File: config.mk
export PLATFORM = sky130hd
export DESIGN_NAME = best_path_selector_top_flat
export DESIGN_NICKNAME = d
export VERILOG_FILES = /design/src/hw/rtl/bps_pkg.sv /design/src/hw/rtl/bps_if.sv /design/src/hw/rtl/bps_cell.sv /design/src/hw/rtl/bps_ctrl.sv /design/src/hw/rtl/best_path_selector_top.sv /design/src/flat_wrapper.sv
export SDC_FILE = /design/constraint.sdc
export NUM_CORES = 2
export LEC_CHECK = 0
export BUFFER_PORTS_ARGS = -buffer_cell sky130_fd_sc_hd__buf_2
export CAP_MARGIN = 5
export CORE_MARGIN = 5
export CORE_UTILIZATION = 45
export DETAILED_ROUTE_END_ITERATION = 7
export PLACE_DENSITY = 0.59
export SYNTH_ARGS = -nofsm -noshare
export SYNTH_HDL_FRONTEND = slang
export SYNTH_SLANG_ARGS = --single-unit
File: constraint.sdc
create_clock -name clk -period 6.4 [get_ports clk]
set_input_delay 1.6 -clock clk [delete_from_list [all_inputs] [get_ports clk]]
set_output_delay 1.6 -clock clk [all_outputs]
set_load 0.02 [all_outputs]
File: src/hw/rtl/bps_pkg.sv
// Shared constants, types and the entry compare for the best path selector.
package bps_pkg;

  localparam int NUM_PATHS   = 16;
  localparam int IDX_W       = $clog2(NUM_PATHS);
  localparam int SLOT_W      = 4;
  localparam int PRIO_W      = 32;
  localparam int RTT_W       = 16;
  localparam logic [RTT_W-1:0] MARGIN_RST = RTT_W'(10);
  localparam logic [1:0] WS_UNRELIABLE = 2'd1;

  typedef enum logic [1:0] {
    CMD_WRITE  = 2'd0,
    CMD_REMOVE = 2'd1,
    CMD_SELECT = 2'd2,
    CMD_EVAL   = 2'd3
  } cmd_t;

  typedef enum logic [1:0] {
    S_IDLE,
    S_SCAN,
    S_DONE
  } state_t;

  typedef struct packed {
    logic              writable;
    logic [1:0]        wstate;
    logic              receiving;
    logic [PRIO_W-1:0] prio;
    logic [RTT_W-1:0]  rtt;
  } entry_t;

  // running best candidate handed from cell to cell
  typedef struct packed {
    logic              tok;
    logic              have;
    logic [IDX_W-1:0]  idx;
    entry_t            ent;
    logic [RTT_W-1:0]  sel_rtt;
  } cand_t;

  typedef struct packed {
    logic             valid;
    logic [IDX_W-1:0] idx;
  } sel_t;

  typedef struct packed {
    logic              we;
    logic              re;
    logic [SLOT_W-1:0] slot;
    entry_t            ent;
  } wr_t;

  // true when x is strictly preferred over y
  function automatic logic better(entry_t x, entry_t y);
    logic r;
    if (x.writable != y.writable)
      r = x.writable;
    else if (x.wstate != y.wstate)
      r = (x.wstate < y.wstate);
    else if (x.receiving != y.receiving)
      r = x.receiving;
    else if (x.prio != y.prio)
      r = (x.prio > y.prio);
    else
      r = (x.rtt < y.rtt);
    return r;
  endfunction

endpackage

File: src/hw/rtl/bps_if.sv
// Request channel interfaces: command input, result output, configuration write.
interface bps_in_if;
  logic        valid;
  logic        ready;
  logic [1:0]  command;
  logic [3:0]  slot;
  logic        path_writable;
  logic [1:0]  path_wstate;
  logic        path_receiving;
  logic [31:0] path_priority;
  logic [15:0] path_rtt_ms;

  modport source (output valid, command, slot, path_writable, path_wstate,
                  path_receiving, path_priority, path_rtt_ms, input ready);
  modport sink (input valid, command, slot, path_writable, path_wstate,
                path_receiving, path_priority, path_rtt_ms, output ready);
endinterface

interface bps_out_if;
  logic       valid;
  logic       ready;
  logic       switch_found;
  logic [3:0] switch_slot;
  logic       status;

  modport source (output valid, switch_found, switch_slot, status, input ready);
  modport sink (input valid, switch_found, switch_slot, status, output ready);
endinterface

interface bps_cfg_if;
  logic        valid;
  logic        ready;
  logic [15:0] data;

  modport source (output valid, data, input ready);
  modport sink (input valid, data, output ready);
endinterface

File: src/hw/rtl/bps_cell.sv
// One table slot: holds an entry and folds it into the passing best candidate.
module bps_cell (
  input  logic                        clk,
  input  logic                        rst_n,
  input  logic [bps_pkg::IDX_W-1:0]   cell_idx,
  input  bps_pkg::wr_t                wr,
  input  bps_pkg::sel_t               sel,
  input  bps_pkg::cand_t              cand_in,
  output bps_pkg::cand_t              cand_out,
  output logic                        valid_out
);
  import bps_pkg::*;

  logic   hit;
  logic   valid_r, valid_nxt;
  entry_t ent_r;
  cand_t  cand_r, cand_nxt;

  assign hit = (32'(wr.slot) == 32'(cell_idx));

  always_comb begin
    valid_nxt = valid_r;
    if (wr.we && hit)
      valid_nxt = 1'b1;
    else if (wr.re && hit)
      valid_nxt = 1'b0;
  end

  always_comb begin
    cand_nxt = cand_in;
    // strict compare keeps the lower slot on a tie
    if (valid_r && (!cand_in.have || better(ent_r, cand_in.ent))) begin
      cand_nxt.have = 1'b1;
      cand_nxt.idx  = cell_idx;
      cand_nxt.ent  = ent_r;
    end
    if (valid_r && sel.valid && (sel.idx == cell_idx))
      cand_nxt.sel_rtt = ent_r.rtt;
  end

  always_ff @(posedge clk) begin
    if (!rst_n) begin
      valid_r <= 1'b0;
      cand_r  <= '0;
    end else begin
      valid_r <= valid_nxt;
      cand_r  <= cand_nxt;
    end
  end

  always_ff @(posedge clk) begin
    if (wr.we && hit)
      ent_r <= wr.ent;
  end

  assign cand_out  = cand_r;
  assign valid_out = valid_r;

endmodule

File: src/hw/rtl/bps_ctrl.sv
// Command decode, selection and margin registers, scan sequencing, result register.
module bps_ctrl (
  input  logic                               clk,
  input  logic                               rst_n,
  bps_in_if.sink                             in_ch,
  bps_out_if.source                          out_ch,
  bps_cfg_if.sink                            cfg_ch,
  input  logic [bps_pkg::NUM_PATHS-1:0]      valid_vec,
  input  bps_pkg::cand_t                     tail,
  output bps_pkg::cand_t                     head,
  output bps_pkg::wr_t                       wr,
  output bps_pkg::sel_t                      sel
);
  import bps_pkg::*;

  state_t state_r, state_nxt;
  cmd_t   cmd;
  logic   acc, in_range, slot_valid, out_free, load_imm, load_eval;
  logic   ready_ok, same, go, found;
  logic   sel_valid_r, sel_valid_nxt;
  logic [IDX_W-1:0]  sel_idx_r, sel_idx_nxt;
  logic [RTT_W-1:0]  margin_r;
  logic              res_found_r;
  logic [SLOT_W-1:0] res_slot_r;
  logic              out_valid_r, out_valid_nxt;
  logic              found_r, status_r;
  logic [SLOT_W-1:0] sw_slot_r;

  assign cmd      = cmd_t'(in_ch.command);
  assign acc      = in_ch.valid && in_ch.ready;
  assign in_range = (32'(in_ch.slot) < NUM_PATHS);
  assign out_free = !out_valid_r || out_ch.ready;

  always_comb begin
    slot_valid = 1'b0;
    for (int i = 0; i < NUM_PATHS; i++) begin
      if (32'(in_ch.slot) == i)
        slot_valid = valid_vec[i];
    end
  end

  // next state
  always_comb begin
    state_nxt = state_r;
    unique case (state_r)
      S_IDLE: if (acc && cmd == CMD_EVAL) state_nxt = S_SCAN;
      S_SCAN: if (tail.tok) state_nxt = S_DONE;
      S_DONE: if (out_free) state_nxt = S_IDLE;
      default: state_nxt = S_IDLE;
    endcase
  end

  // outputs of the sequencer
  always_comb begin
    in_ch.ready = 1'b0;
    load_eval   = 1'b0;
    unique case (state_r)
      S_IDLE: in_ch.ready = out_free;
      S_SCAN: ;
      S_DONE: load_eval = out_free;
      default: ;
    endcase
  end

  assign load_imm = acc && (cmd != CMD_EVAL);

  always_comb begin
    head         = '0;
    head.tok     = acc && (cmd == CMD_EVAL);
    wr.we        = acc && (cmd == CMD_WRITE) && in_range;
    wr.re        = acc && (cmd == CMD_REMOVE) && in_range;
    wr.slot      = in_ch.slot;
    wr.ent.writable    = in_ch.path_writable;
    wr.ent.wstate      = in_ch.path_wstate;
    wr.ent.receiving   = in_ch.path_receiving;
    wr.ent.prio        = in_ch.path_priority;
    wr.ent.rtt         = in_ch.path_rtt_ms;
  end

  assign sel.valid = sel_valid_r;
  assign sel.idx   = sel_idx_r;

  always_comb begin
    sel_valid_nxt = sel_valid_r;
    sel_idx_nxt   = sel_idx_r;
    if (acc && in_range && slot_valid) begin
      if (cmd == CMD_REMOVE && sel_valid_r && (32'(sel_idx_r) == 32'(in_ch.slot))) begin
        sel_valid_nxt = 1'b0;
        sel_idx_nxt   = '0;
      end else if (cmd == CMD_SELECT) begin
        sel_valid_nxt = 1'b1;
        sel_idx_nxt   = IDX_W'(in_ch.slot);
      end
    end
  end

  // decision at the end of the chain
  assign ready_ok = tail.ent.writable || (tail.ent.wstate == WS_UNRELIABLE);
  assign same     = sel_valid_r && (sel_idx_r == tail.idx);
  assign go       = !sel_valid_r ||
                    ({1'b0, tail.ent.rtt} + {1'b0, margin_r} <= {1'b0, tail.sel_rtt});
  assign found    = tail.have && ready_ok && !same && go;

  assign out_valid_nxt = (load_imm || load_eval) ? 1'b1 :
                         (out_ch.ready ? 1'b0 : out_valid_r);

  always_ff @(posedge clk) begin
    if (!rst_n) begin
      state_r     <= S_IDLE;
      sel_valid_r <= 1'b0;
      sel_idx_r   <= '0;
      margin_r    <= MARGIN_RST;
      out_valid_r <= 1'b0;
    end else begin
      state_r     <= state_nxt;
      sel_valid_r <= sel_valid_nxt;
      sel_idx_r   <= sel_idx_nxt;
      if (cfg_ch.valid && cfg_ch.ready)
        margin_r <= cfg_ch.data;
      out_valid_r <= out_valid_nxt;
    end
  end

  always_ff @(posedge clk) begin
    if (state_r == S_SCAN && tail.tok) begin
      res_found_r <= found;
      res_slot_r  <= found ? SLOT_W'(tail.idx) : '0;
    end
    if (load_imm) begin
      found_r   <= 1'b0;
      sw_slot_r <= '0;
      status_r  <= (cmd != CMD_WRITE) && !(in_range && slot_valid);
    end else if (load_eval) begin
      found_r   <= res_found_r;
      sw_slot_r <= res_slot_r;
      status_r  <= 1'b0;
    end
  end

  assign cfg_ch.ready        = 1'b1;
  assign out_ch.valid        = out_valid_r;
  assign out_ch.switch_found = found_r;
  assign out_ch.switch_slot  = sw_slot_r;
  assign out_ch.status       = status_r;

endmodule

File: src/hw/rtl/best_path_selector_top.sv
// Best path selector: controller plus a chain of table cells.
//
//   channel   dir   handshake       payload
//   in_ch     in    valid/ready     command, slot, path_* entry fields
//   out_ch    out   valid/ready     switch_found, switch_slot, status
//   cfg_ch    in    valid/ready     data = min_rtt_improvement (ready tied high)
//
// Write, remove and select load the result at once; evaluate passes the best
// candidate through one register per cell, then decides and loads the result.
// rst_n is synchronous: clears all entry valid bits, the selection, the margin
// to 10. Idle takes a request while the result register is free or being read.
module best_path_selector_top (
  input  logic      clk,
  input  logic      rst_n,
  bps_in_if.sink    in_ch,
  bps_out_if.source out_ch,
  bps_cfg_if.sink   cfg_ch
);
  import bps_pkg::*;

  cand_t                 chain [NUM_PATHS+1];
  logic [NUM_PATHS-1:0]  valid_vec;
  wr_t                   wr;
  sel_t                  sel;

  bps_ctrl u_ctrl (
    .clk       (clk),
    .rst_n     (rst_n),
    .in_ch     (in_ch),
    .out_ch    (out_ch),
    .cfg_ch    (cfg_ch),
    .valid_vec (valid_vec),
    .tail      (chain[NUM_PATHS]),
    .head      (chain[0]),
    .wr        (wr),
    .sel       (sel)
  );

  for (genvar gi = 0; gi < NUM_PATHS; gi++) begin : g_cell
    bps_cell u_cell (
      .clk       (clk),
      .rst_n     (rst_n),
      .cell_idx  (IDX_W'(gi)),
      .wr        (wr),
      .sel       (sel),
      .cand_in   (chain[gi]),
      .cand_out  (chain[gi+1]),
      .valid_out (valid_vec[gi])
    );
  end

endmodule
File: src/flat_wrapper.sv
// flat-port wrapper written by rule: the top's interface ports become plain ports
module best_path_selector_top_flat import bps_pkg::*;
  (clk, rst_n, in_ch_valid, in_ch_command, in_ch_slot, in_ch_path_writable, in_ch_path_wstate, in_ch_path_receiving, in_ch_path_priority, in_ch_path_rtt_ms, in_ch_ready, out_ch_valid, out_ch_switch_found, out_ch_switch_slot, out_ch_status, out_ch_ready, cfg_ch_valid, cfg_ch_data, cfg_ch_ready);
  bps_in_if in_ch_i ();
  bps_out_if out_ch_i ();
  bps_cfg_if cfg_ch_i ();
  input  logic clk;
  input  logic rst_n;
  input wire logic [$bits(in_ch_i.valid)-1:0] in_ch_valid;
  input wire logic [$bits(in_ch_i.command)-1:0] in_ch_command;
  input wire logic [$bits(in_ch_i.slot)-1:0] in_ch_slot;
  input wire logic [$bits(in_ch_i.path_writable)-1:0] in_ch_path_writable;
  input wire logic [$bits(in_ch_i.path_wstate)-1:0] in_ch_path_wstate;
  input wire logic [$bits(in_ch_i.path_receiving)-1:0] in_ch_path_receiving;
  input wire logic [$bits(in_ch_i.path_priority)-1:0] in_ch_path_priority;
  input wire logic [$bits(in_ch_i.path_rtt_ms)-1:0] in_ch_path_rtt_ms;
  output wire logic [$bits(in_ch_i.ready)-1:0] in_ch_ready;
  output wire logic [$bits(out_ch_i.valid)-1:0] out_ch_valid;
  output wire logic [$bits(out_ch_i.switch_found)-1:0] out_ch_switch_found;
  output wire logic [$bits(out_ch_i.switch_slot)-1:0] out_ch_switch_slot;
  output wire logic [$bits(out_ch_i.status)-1:0] out_ch_status;
  input wire logic [$bits(out_ch_i.ready)-1:0] out_ch_ready;
  input wire logic [$bits(cfg_ch_i.valid)-1:0] cfg_ch_valid;
  input wire logic [$bits(cfg_ch_i.data)-1:0] cfg_ch_data;
  output wire logic [$bits(cfg_ch_i.ready)-1:0] cfg_ch_ready;
  assign in_ch_i.valid = in_ch_valid;
  assign in_ch_i.command = in_ch_command;
  assign in_ch_i.slot = in_ch_slot;
  assign in_ch_i.path_writable = in_ch_path_writable;
  assign in_ch_i.path_wstate = in_ch_path_wstate;
  assign in_ch_i.path_receiving = in_ch_path_receiving;
  assign in_ch_i.path_priority = in_ch_path_priority;
  assign in_ch_i.path_rtt_ms = in_ch_path_rtt_ms;
  assign in_ch_ready = in_ch_i.ready;
  assign out_ch_valid = out_ch_i.valid;
  assign out_ch_switch_found = out_ch_i.switch_found;
  assign out_ch_switch_slot = out_ch_i.switch_slot;
  assign out_ch_status = out_ch_i.status;
  assign out_ch_i.ready = out_ch_ready;
  assign cfg_ch_i.valid = cfg_ch_valid;
  assign cfg_ch_i.data = cfg_ch_data;
  assign cfg_ch_ready = cfg_ch_i.ready;
  best_path_selector_top u_core (.clk(clk), .rst_n(rst_n), .in_ch(in_ch_i), .out_ch(out_ch_i), .cfg_ch(cfg_ch_i));
endmodule
Yosys cells after proc, flatten, opt, wreduce, memory -nomap -nowiden
Cells that the tools add are included.
- order comparisons: 46
- muxes and demuxes: 153
- $add $sub $neg: 1
- reductions and logical operators: 173
- eq/ne operators: 102
- bitwise gates (word level): 1
- operators with widths (kind ; number):
    $mux W57 ; 16
    $gt A32 B32 Y1 ; 15
    $ne A32 B32 Y1 ; 15
    $lt A16 B16 Y1 ; 15
    $mux W16 ; 15
    $mux W1 ; 116
    $logic_and A1 B1 Y1 ; 93
    $eq A4 B4 Y1 const B ; 16
    $reduce_bool A2 Y1 ; 20
    $eq A4 B3 Y1 const B ; 8
    $lt A2 B2 Y1 ; 15
    $ne A1 B1 Y1 ; 30
    $ne A2 B2 Y1 ; 15
    $reduce_or A2 Y1 ; 14
    $logic_not A1 Y1 ; 19
    $logic_or A1 B1 Y1 ; 19
    $add A16 B16 Y17 ; 1
    $le A17 B16 Y1 ; 1
    $eq A4 B2 Y1 const B ; 4
    $eq A4 B1 Y1 const B ; 2
    $eq A4 B4 Y1 ; 2
    $logic_not A4 Y1 ; 2
    $mux W4 ; 2
    $ne A2 B2 Y1 const B ; 4
    other kinds (8) ; 17
- logic and storage cells: 738
- output and inout bits: 9
- input bits: 79
- register bits: 2034

Longest topological paths before layout
- depth in word-level cells: 20
- depth in mapped cells: 22
- mapped depth without buffers: 22

Modules after synthesis
Synthesis repeated with hierarchy kept, for this count alone.
- cell total of the unflattened synthesis: 9179
- area total of the unflattened synthesis: 99535.5 um^2
- modules (own cells, without submodules) (module ; instances ; seq. area each (um^2) ; area an instance (um^2) ; cells an instance):
    bps_cell ; 16 ; 3062.9 ; 5979.5 ; 545
    bps_ctrl ; 1 ; 760.7 ; 3856.2 ; 457
    best_path_selector_top ; 1 ; 0.0 ; 7.5 ; 2

Worst setup path after synthesis
OpenSTA, ideal clock, no wires.
- path kind: in2reg
- from: input port out_ch_ready
- to: register u_core.g_cell[13].u_cell.ent_r[0] (netlist name) (enable)
- setup time: 464 ps
- buffers on the path: 0
- path slack: 724 ps
- stages on the path: 6
- required time: 5936 ps
- data arrival time: 5213 ps
- path through: nor2b_1 > nor3_1 > nand2_1 > nor3_1 > nand3_1 > nor2_1
- longest elaborated chain between the ends: 5
- RTL lines (element ; RTL line ; source):
    start: declaration ; flat_wrapper.sv:22 ; input wire logic [$bits(out_ch_i.ready)-1:0] out_ch_ready;
    $logic_or A1 B1 Y1 ; bps_ctrl.sv:32 ; assign out_free = !out_valid_r || out_ch.ready;
    $mux W1 ; bps_ctrl.sv:57 ; unique case (state_r)
    named net in_ch_ready ; flat_wrapper.sv:17 ; output wire logic [$bits(in_ch_i.ready)-1:0] in_ch_ready;
    $logic_and A1 B1 Y1 ; bps_ctrl.sv:30 ; assign acc = in_ch.valid && in_ch.ready;
    $logic_and A1 B1 Y1 ; bps_ctrl.sv:70 ; wr.we = acc && (cmd == CMD_WRITE) && in_range;
    $logic_and A1 B1 Y1 ; bps_cell.sv:52 ; if (wr.we && hit)
    end signal: assignment ; bps_cell.sv:53 ; ent_r <= wr.ent;
    end: declaration ; bps_cell.sv:16 ; entry_t ent_r;
The timed path passes the listed nets, and every way through them passes these cells.
A chain may end at the register's enable or synchronous reset.

Final worst setup path
- from: register u_core.u_ctrl.margin_r[0]
- to: register u_core.u_ctrl.res_slot_r[0], data pin
- longest elaborated chain between the ends: 4
- RTL lines (element ; RTL line ; source):
    start: declaration ; bps_ctrl.sv:22 ; logic [RTT_W-1:0] margin_r;
    start signal: assignment ; bps_ctrl.sv:119 ; margin_r <= cfg_ch.data;
    $add A16 B16 Y17 ; bps_ctrl.sv:101 ; ({1'b0, tail.ent.rtt} + {1'b0, margin_r} <= {1'b0, tail.sel_rtt});
    $le A17 B16 Y1 ; bps_ctrl.sv:101 ;
    $logic_or A1 B1 Y1 ; bps_ctrl.sv:100 ; assign go = !sel_valid_r ||
    $logic_and A1 B1 Y1 ; bps_ctrl.sv:102 ; assign found = tail.have && ready_ok && !same && go;
    named net u_core.u_ctrl.found ; bps_ctrl.sv:19 ; logic ready_ok, same, go, found;
    end signal: assignment ; bps_ctrl.sv:127 ; res_slot_r <= found ? SLOT_W'(tail.idx) : '0;
    end: declaration ; bps_ctrl.sv:24 ; logic [SLOT_W-1:0] res_slot_r;
The timed path passes the listed nets, and every way through them passes these cells.

==> summary.txt <==
cell repeated most along the worst path: o21ai_0
most frequent cells in the layout: 1538 x nand2_1, 1180 x dfxtp_1, 842 x inv_1
Max Fclk: 226.0 MHz
CP required: 7.10 ns
DR vias: 60200
Syn Area/Cell: 10.17 µm²
ranking of synthesized cells by area: edfxtp_1 28%, dfxtp_1 27%, ha_1 11%
syn nets: 9577
pre-CTS WS: 1.874 ns
LEAKAGE: 0.03602 µW
IO Port Bufs: 86
Hold Slack: 0.4241 ns
Post-DP Area: 91640 µm²
Layout Skew: 0.03427 ns
largest net degree at the start of global routing: 259
Initial Util: 45.10%
Worst EP arrival: 5.13 ns
drt total wl: 208.4 mm
share of cells above drive strength 1: 5.848%
max incr delay on CP: 0.41 ns
Layout Nets: 9485
global-route wire length before repair: 328.6 mm
Num CTS Buffers: 206
DRC violations left: 0
GP Congestion: 0.8596
clk sink count: 2019
sequential share of the synthesized area: 54.98%
Netlist Area Pre-Place: 88760 µm²
width of the die: 454.1 µm
Synth area leader: edfxtp_1
most common cell after layout, fill and taps aside: nand2_1
Worst R2R Start: u_core.u_ctrl.margin_r[0]
Tot Pwr: 26490 µW
CORE AREA: 196800 µm²
Area growth syn-to-layout: 11.20%
iteration-0 DRC count of the detailed router: 4000
# fillers: 17650
Netlist cell types: 83
main flop type after synthesis: dfxtp_1
Clk Latency, worst-skew pair: 0.85 ns
max cap viols: 0
max-slew violation count: 0
Hold Violations, Final: 0
status: finished clean
TritonRoute pass-1 iters: 6
Hold Crit Start: u_core.g_cell[2].u_cell.cand_out[69]
Synth Warn #: 0
GRT Util Overall: 19.94%
initial antenna violation count: 3
worst vdd ir: 0.2428 mV
unrepaired setup endpoints after global routing: false
worst-margin pin slew: 1.279 ns
async set-reset flop share out of synthesis: 0%
# IOs: 88
number of synthesized flops with an enable pin: 838
Max H-tree Level: 4
post-route setup TNS: 0 ns
# resized after CTS: 0
row cnt: 163
final setup violating endpoints: 0
relative slew slack: 14.75%
slowest stage cell, crit path: fa_1
Synth top area share: 28.35%
drt wl/cell: 18.17 µm
Finished Cell Area: 98710 µm²
DP Wirelength: 146.8 mm
clk slew on worst S/H paths: 0.06 ns
Crit Path Max Fanout: 5
vias per inst: 5.249
vias in the first global route: 59550
Setup Fix Bufs, Post-CTS: 0
CTS Hold Bufs: 0
CP Launch Type: register
clk buf depth: 3
Critical Path Start: u_core.u_ctrl.margin_r[0]
Root Buffer: clkbuf_16
final worst-path setup slack: 1.975 ns
die area: 206200 µm²
cells after synthesis: 8730
Yosys reg bits: 2019
Min Clock Period, post-route: 4.425 ns
Power per Cell Area: 268.4 nW/µm²
Die Height: 454.1 µm
Critical Path End Type: register
hold crit path type: register to register
Final ANT Viol Nets: 0
worst setup path category: register to register
CP cell instances: ha_1, inv_1, fa_1, nor2b_1, o21ai_0, a21boi_0, o21ai_0, nand2b_1, a21oi_1, o21ai_0, nor2_1, a311o_1, ha_1, nand4_1, nor2_1, nand3_1, nor3_1, nand2_1, o211ai_1, a31oi_1, a311oi_1, buf_4, and2_1
CTS tree: done
Final Cycle Share: 69.14%
total grt overflow: 0
==> power by group <==
part	internal [µW]	leakage [µW]	switching, µW
clock network	7330	0.00347	5010
registers	13400	0.0170	35.1
logic	149	0.0155	521
==> layer usage <==
| metal | track usage (%) | up-vias | share of wire [%] |
|---|---|---|---|
| li1 | - | 30130 | - |
| met1 | 27.80 | 28420 | 48 |
| met2 | 32.15 | 1290 | 45 |
| met3 | 2.613 | 364 | 4.3 |
| met4 | 6.781 | 0 | 3.2 |
| met5 | 0 | - | 0 |
==> path summary, 6_finish.rpt <==
path                                           to  slack, ns  cells after the start
max reg2reg           u_core.u_ctrl.res_slot_r[0]       1.98                     23
max                   u_core.u_ctrl.res_slot_r[0]       1.98                     23
min          u_core.g_cell[3].u_cell.cand_out[69]       0.42                      2
min reg2reg  u_core.g_cell[3].u_cell.cand_out[69]       0.42                      2
==> cells in the mapped netlist, drive strengths merged, types with 60 or more instances <==
| library cell | instances |
|---|---|
| a21o | 190 |
| ha | 767 |
| and3 | 104 |
| inv | 843 |
| a21oi | 488 |
| nand3 | 438 |
| edfxtp | 838 |
| clkbuf | 378 |
| o21a | 60 |
| nand4 | 218 |
| dfxtp | 1181 |
| nand2 | 1538 |
| buf | 64 |
| nor2 | 229 |
| o21ai | 486 |
| mux2i | 350 |
==> sequential cells by signal, indices dropped and copies added, names as in the netlist <==
register	cells
u_core.u_ctrl.out_ch.switch_found	1
u_core.u_ctrl.margin_r	16
u_core.u_ctrl.state_r	2
u_core.u_ctrl.out_ch.switch_slot	4
u_core.g_cell.u_cell.cand_out	1136
u_core.u_ctrl.out_ch.valid	1
u_core.u_ctrl.sel_valid_r	1
u_core.g_cell.u_cell.valid_out	16
u_core.u_ctrl.sel_idx_r	4
u_core.g_cell.u_cell.ent_r	832
u_core.u_ctrl.res_slot_r	4
u_core.u_ctrl.res_found_r	1
u_core.u_ctrl.out_ch.status	1
==> worst max-delay path, delay by kind of cell, from the launching register on <==
kind | cells | cell delay, ns
flip-flops | 1 | 0.35
buffers and inverters | 2 | 0.27
AO/OA/AOI/OAI | 9 | 1.63
AND/OR/NAND/NOR | 9 | 1.13
adder cells (fa/ha/maj) | 3 | 0.89
==> cell families after synthesis <==
family,share of synthesized area [%]
adder cells (fa/ha/maj),10.86
XOR/XNOR,0.2072
buffers and inverters,5.554
multiplexers,4.010
AO/OA/AOI/OAI,9.981
other,0.004225
AND/OR/NAND/NOR,14.40
flip-flops,54.98
==> through the flow <==
step / cells / util, %
floorplan: 8730 / -
global placement: 11070 / 46.56
detailed placement: 11070 / 46.56
CTS: 11460 / 50.15
global route: 11460 / 50.15
finish: 11470 / 50.15
==> area by class of cell <==
class | count | area [µm²] | area share, %
Antenna cell | 7 | 17.52 | 0.01775
Clock buffer | 296 | 5888 | 5.965
Clock inverter | 97 | 1159 | 1.174
Inverter | 843 | 3172 | 3.213
Multi-Input combinational cell | 5426 | 35360 | 35.82
Sequential cell | 2019 | 48810 | 49.45
Tap cell | 2640 | 3303 | 3.346
Timing Repair Buffer | 142 | 998.5 | 1.012
Power figures use the tool's default switching activity.
